## src/rtl/template_match_ssd_macros.svh

```systemverilog
// Assertion macros for the template matcher back end.
// Depends on nothing; included by files that assert.
`ifndef TEMPLATE_MATCH_SSD_MACROS_SVH
`define TEMPLATE_MATCH_SSD_MACROS_SVH
// Implication checked every cycle outside reset.
`define TMS_ASSERT_IMP(label, clk, rst, a, c) \
   label: assert property (@(posedge clk) disable iff (rst) (a) |-> (c)) \
      else $error("assertion failed");
// Implication whose consequent is checked in the cycle after the antecedent.
`define TMS_ASSERT_NEXT(label, clk, rst, a, c) \
   label: assert property (@(posedge clk) disable iff (rst) (a) |=> (c)) \
      else $error("assertion failed");
`endif

```

## src/rtl/tms_pkg.sv

```systemverilog
// Shared types and constants of the template matcher.
// Depends on nothing.
package tms_pkg;
   localparam logic [16:0] BEST_RESET = 17'd99999;
   localparam logic [1:0] REG_IMAGE_W = 2'd0;
   localparam logic [1:0] REG_IMAGE_H = 2'd1;
   localparam logic [1:0] REG_TMPL_W  = 2'd2;
   localparam logic [1:0] REG_TMPL_H  = 2'd3;

   // Job handed from the front end to the back end for one window.
   typedef struct packed {
      logic [11:0] left;
      logic [11:0] top;
      logic [11:0] cx;
      logic [11:0] cy;
      logic        last;
   } job_type;
endpackage

```

## src/rtl/tms_back.sv

```systemverilog
// Back end: sums squared differences per window, divides by area, tracks best.
// Depends on tms_pkg.
`include "template_match_ssd_macros.svh"
module tms_back #(
   parameter int MAX_W = 1024,
   parameter int MAX_T = 16,
   parameter int IW_B = 12,
   parameter int TD_B = 7
) (
   input  logic                clock,
   input  logic                reset,
   input  logic                restart,
   input  logic [TD_B-1:0]     tw,
   input  logic [TD_B-1:0]     th,
   input  logic                job_valid,
   output logic                job_take,
   input  tms_pkg::job_type    job,
   output logic                busy,
   output logic [$clog2(MAX_T*MAX_T)-1:0] t_raddr,
   input  logic [7:0]          t_rdata,
   output logic [$clog2(MAX_T)-1:0] r_rrow,
   output logic [$clog2(MAX_W)-1:0] r_rcol,
   input  logic [7:0]          r_rdata,
   output logic                out_valid,
   input  logic                out_ready,
   output logic [71:0]         out_data,
   output logic                out_last
);
   localparam int TA_B = $clog2(MAX_T*MAX_T);
   localparam int RR_B = $clog2(MAX_T);
   localparam int RC_B = $clog2(MAX_W);
   localparam int SUM_B = 16 + 2*TD_B;
   typedef enum logic [2:0] {IDLE, READ, ACCUM, DIV, RESULT} state_type;
   state_type state_ff;
   tms_pkg::job_type j_ff;
   logic [TD_B-1:0] x_ff, y_ff;
   logic [TA_B-1:0] ti_ff;
   logic rv_ff;
   logic [SUM_B-1:0] sum_ff, rem_ff;
   logic [16:0] quo_ff;
   logic [4:0] dstep_ff;
   logic [2*TD_B-1:0] area;
   logic [16:0] best_ff;
   logic [IW_B-1:0] bx_ff, by_ff;
   logic [8:0] diff;
   logic [SUM_B:0] trial;

   assign area = tw * th;
   assign diff = {1'b0, r_rdata} - {1'b0, t_rdata};
   assign trial = {rem_ff, quo_ff[16]} - {{(SUM_B+1-2*TD_B){1'b0}}, area};
   assign t_raddr = ti_ff;
   assign r_rrow = RR_B'(j_ff.top + IW_B'(y_ff));
   assign r_rcol = RC_B'(j_ff.left + IW_B'(x_ff));
   assign job_take = (state_ff == IDLE) && job_valid && !restart;
   assign busy = (state_ff != IDLE);

   always_ff @(posedge clock) begin
      if (reset || restart) begin
         state_ff <= IDLE;
         out_valid <= 1'b0;
         rv_ff <= 1'b0;
         best_ff <= tms_pkg::BEST_RESET;
         bx_ff <= '0;
         by_ff <= '0;
      end else begin
         unique case (state_ff)
            IDLE: begin
               if (job_take) begin
                  j_ff <= job;
                  x_ff <= '0;
                  y_ff <= '0;
                  ti_ff <= '0;
                  sum_ff <= '0;
                  rv_ff <= 1'b0;
                  state_ff <= READ;
               end
            end
            READ: begin
               // One address per cycle; data comes back registered next cycle.
               rv_ff <= 1'b1;
               if (rv_ff) sum_ff <= sum_ff + SUM_B'($signed(diff) * $signed(diff));
               if (x_ff + 1'b1 >= tw) begin
                  x_ff <= '0;
                  if (y_ff + 1'b1 >= th) state_ff <= ACCUM;
                  else y_ff <= y_ff + 1'b1;
               end else begin
                  x_ff <= x_ff + 1'b1;
               end
               ti_ff <= ti_ff + 1'b1;
            end
            ACCUM: begin
               sum_ff <= sum_ff + SUM_B'($signed(diff) * $signed(diff));
               rem_ff <= '0;
               dstep_ff <= '0;
               state_ff <= DIV;
            end
            DIV: begin
               // Restoring division, one quotient bit per cycle.
               if (dstep_ff == 5'd0) begin
                  quo_ff <= sum_ff[16:0];
                  rem_ff <= SUM_B'(sum_ff >> 17);
                  dstep_ff <= 5'd1;
               end else begin
                  if (!trial[SUM_B]) begin
                     rem_ff <= trial[SUM_B-1:0];
                     quo_ff <= {quo_ff[15:0], 1'b1};
                  end else begin
                     rem_ff <= {rem_ff[SUM_B-2:0], quo_ff[16]};
                     quo_ff <= {quo_ff[15:0], 1'b0};
                  end
                  if (dstep_ff == 5'd17) state_ff <= RESULT;
                  dstep_ff <= dstep_ff + 1'b1;
               end
            end
            RESULT: begin
               if (!out_valid) begin
                  out_valid <= 1'b1;
                  out_last <= j_ff.last;
                  out_data[9:0] <= j_ff.cx[9:0];
                  out_data[19:10] <= j_ff.cy[9:0];
                  out_data[35:20] <= quo_ff[15:0];
                  if (quo_ff < best_ff) begin
                     out_data[45:36] <= j_ff.cx[9:0];
                     out_data[55:46] <= j_ff.cy[9:0];
                     out_data[71:56] <= quo_ff[15:0];
                  end else begin
                     out_data[45:36] <= bx_ff[9:0];
                     out_data[55:46] <= by_ff[9:0];
                     out_data[71:56] <= best_ff[15:0];
                  end
                  if (j_ff.last) begin
                     best_ff <= tms_pkg::BEST_RESET;
                     bx_ff <= '0;
                     by_ff <= '0;
                  end else if (quo_ff < best_ff) begin
                     best_ff <= quo_ff;
                     bx_ff <= j_ff.cx;
                     by_ff <= j_ff.cy;
                  end
                  state_ff <= IDLE;
               end
            end
            default: state_ff <= IDLE;
         endcase
         if (out_valid && out_ready) out_valid <= 1'b0;
      end
   end

   `TMS_ASSERT_IMP(a_take_idle, clock, reset, job_take, state_ff == IDLE)
   `TMS_ASSERT_NEXT(a_div_len, clock, reset, state_ff == ACCUM, state_ff == DIV || restart)
   `TMS_ASSERT_IMP(a_hold, clock, reset, out_valid && !out_ready && state_ff == RESULT, !job_take)
endmodule

```

## config.mk

```make
export PLATFORM = sky130hd
export DESIGN_NAME = tms_back
export DESIGN_NICKNAME = d
export VERILOG_FILES = /design/src/rtl/tms_pkg.sv /design/src/rtl/tms_back.sv
export VERILOG_INCLUDE_DIRS = /design/src /design/src/rtl
export SDC_FILE = /design/constraint.sdc
export NUM_CORES = 1
export LEC_CHECK = 0
export ABC_AREA = 1
export BUFFER_PORTS_ARGS = -buffer_cell sky130_fd_sc_hd__clkbuf_2
export CAP_MARGIN = 15
export CORE_UTILIZATION = 50
export DETAILED_ROUTE_END_ITERATION = 8
export PLACE_DENSITY = 0.71
export SYNTH_ARGS = -nofsm -noshare
export SYNTH_HDL_FRONTEND = slang
export SYNTH_SLANG_ARGS = --single-unit
```

## constraint.sdc

```tcl
create_clock -name clock -period 9.1 [get_ports clock]
set_input_delay 0 -clock clock [delete_from_list [all_inputs] [get_ports clock]]
set_output_delay 0 -clock clock [all_outputs]
set_load 0.1 [all_outputs]
```

==> reports/results.txt <==
FF-to-FF path depth - 15
Status - complete, no violations
WL met2 - 21200 um
Reg clk slew, reported paths - 0.06 ns
Die area - 0.0392 mm^2
Inserted Clock Buffers - 27
WHS Path Cells - 2
DP Cell Count - 2943
Final Routed Wirelength - 44100 um
Worst path depth - 38
Post-Layout Cell Count - 3033
CTS tree - built
Number of global-route vias before repair - 15500
Type of origin of the critical path - primary input
Avg Cell Area, Syn - 8.33 um^2
Clock Skew - 0.0182 ns
Worst Hold Class - in -> reg
IO Count - 182
DR WL/cell - 14.6 um
Max Cap Violations - 0
Register area share after synthesis - 37.5%
Yosys warnings - 0
Cell mode on critical path - nand2_1
# rows - 71
Routed vias/inst - 5.16
CTS Buffer Depth - 3
Diodes inserted - 0
Final worst path period need - 7.49 ns
Delay-heaviest family, CP - adder cells
Number of synthesized flops with an enable pin - 212
Post-CTS setup buffers - 0
F_max - 0.133 GHz
Iter 0 DRT Violations - 781
CTS resizes - 0
CP max stage delay - 0.73 ns
Die height - 198 um
Met1 WL - 20100 um
Drt drc - 0
Relative slew slack - 24.4%
Design Area, Final - 0.0218 mm^2
Worst-path fanout max - 16
Port bufs - 167
Post-Route Setup TNS - 0 ns
Routed via count - 15600
Asr flop ratio synth - 0%
Metal3 WL - 2140 um
Setup violations, final - 0
Pre-CTS WS - 1.07 ns
Antenna-violating nets left - 0
Post-DP HPWL - 33900 um
Initial antenna violation count - 0
Top FF cell, synth - edfxtp_1
Routability Congestion - 0.932
DRT Pass-1 Iters - 5
Fin crit share - 82.4%
Yosys cell types - 46
RSZ-0062 raised after global routing - false
Mapped Cells - 2306
Final Hold Viols - 0
Slowest-stage cell, CP - fa_1
Syn Std Cell Area - 0.0192 mm^2
CP bufs+invs - 5
Yosys reg bits - 254
Area after DPL - 0.0205 mm^2
Gr usage total - 22.8%
Clock Latency Late Sink - 0.55 ns
Initial core utilization - 50.9%
Most common cell after layout, fill and taps aside - nand2_1
CTS root buffer - clkbuf_16
Final Net Count - 2849
Clk sinks - 254
Core area - 0.0378 mm^2
Grt total ovfl - 0
First-pass GRT wire length - 73400 um
Worst setup margin - 1.61 ns
Crit. End Element - flip-flop
Die width - 198 um
Pins Over Slew Limit - 0
Area grow syn2layout - 13.5%
Critical path class - in -> reg
Worst slew pin tran - 1.13 ns
Syn nets - 2654
Critical Path AT - 7.80 ns
H-tree levels - 1
DR top layer - met4
Layout cells sized above 1 - 10.1%
CP required - 9.40 ns
Most frequent cells in the layout - nand2_1 (594), inv_1 (360), edfxtp_1 (212)
Pin count of the biggest net entering global routing - 80
==> sequential cells by signal (all words and copies together), names as in the netlist <==
name and cells:
out_data 72, j_ff 35, rem_ff 30, sum_ff 30, best_ff 17, quo_ff 17, bx_ff 10, by_ff 10
t_raddr 8, x_ff 7, y_ff 7, dstep_ff 5, state_ff 3, out_last 1, out_valid 1, rv_ff 1
==> logic make-up (layout without fill, tap and decap cells) <==
logic type	Yosys count	in the layout	synth area share (%)
and+or+nand+nor	1024	1024	22.4
buffers and inverters	423	639	8.50
AOI/OAI and AO/OA	290	290	8.37
adders and majority gates	264	264	20.9
DFF	254	254	37.5
xor gates and xnor gates	51	51	2.33
==> metal layers <==
| metal | global-route usage [%] | vias to the layer above |
|---|---|---|
| li1 | - | 7923 |
| met1 | 29.8 | 7311 |
| met2 | 40.5 | 360 |
| met3 | 2.66 | 53 |
| met4 | 5.05 | 0 |
| met5 | 0 | - |
==> final timing paths <==
kind,from,to,slack [ns]
setup / recovery,t_rdata[2],sum_ff[24],1.61
hold reg to reg,by_ff[0],by_ff[0],0.46
hold / removal,job[46],j_ff[46],0.16
setup reg to reg,rem_ff[4],rem_ff[17],4.94
==> cells in the mapped netlist (8+ instances only) <==
cell | n | area [um^2]
inv_1 | 360 | 1350
fa_1 | 95 | 1900
a21oi_1 | 151 | 756
nand4_1 | 56 | 350
o21bai_1 | 12 | 90.1
ha_1 | 169 | 2110
nor3_1 | 29 | 145
nand2_1 | 594 | 2230
xor2_1 | 29 | 254
xnor2_1 | 22 | 193
edfxtp_1 | 212 | 6370
o211ai_1 | 12 | 90.1
nor2_1 | 199 | 747
buf_2 | 8 | 40.0
nand3_1 | 110 | 551
o21a_1 | 14 | 105
dfxtp_1 | 42 | 841
clkbuf_1 | 36 | 135
o21ai_0 | 71 | 355
==> what timing repair did <==
action,CTS,global route
endpoints found under the hold margin,49,0
hold buffers,40,0
setup endpoints to repair,0,0
==> per-stage QoR <==
step	hold slack (ns)	util, %
final	0.164	57.7
after global routing	0.149	57.7
after CTS	0.153	57.7
after detailed placement	0.179	54.4
after global placement	0.177	54.4
after floorplan	0.0989	-
==> layout make-up <==
type / instances / area [um^2]
clock inverters: 13 / 86.3
flip-flops and latches: 254 / 7210
clock buffers: 37 / 766
inverters: 371 / 1390
repair buffers: 218 / 1320
well taps: 511 / 639
fillers: 3363 / 16000
multi-input cells: 1629 / 10400
Power is not shown: default switching activity piles up to over one toggle a cycle in this logic, so the estimate is an artifact.
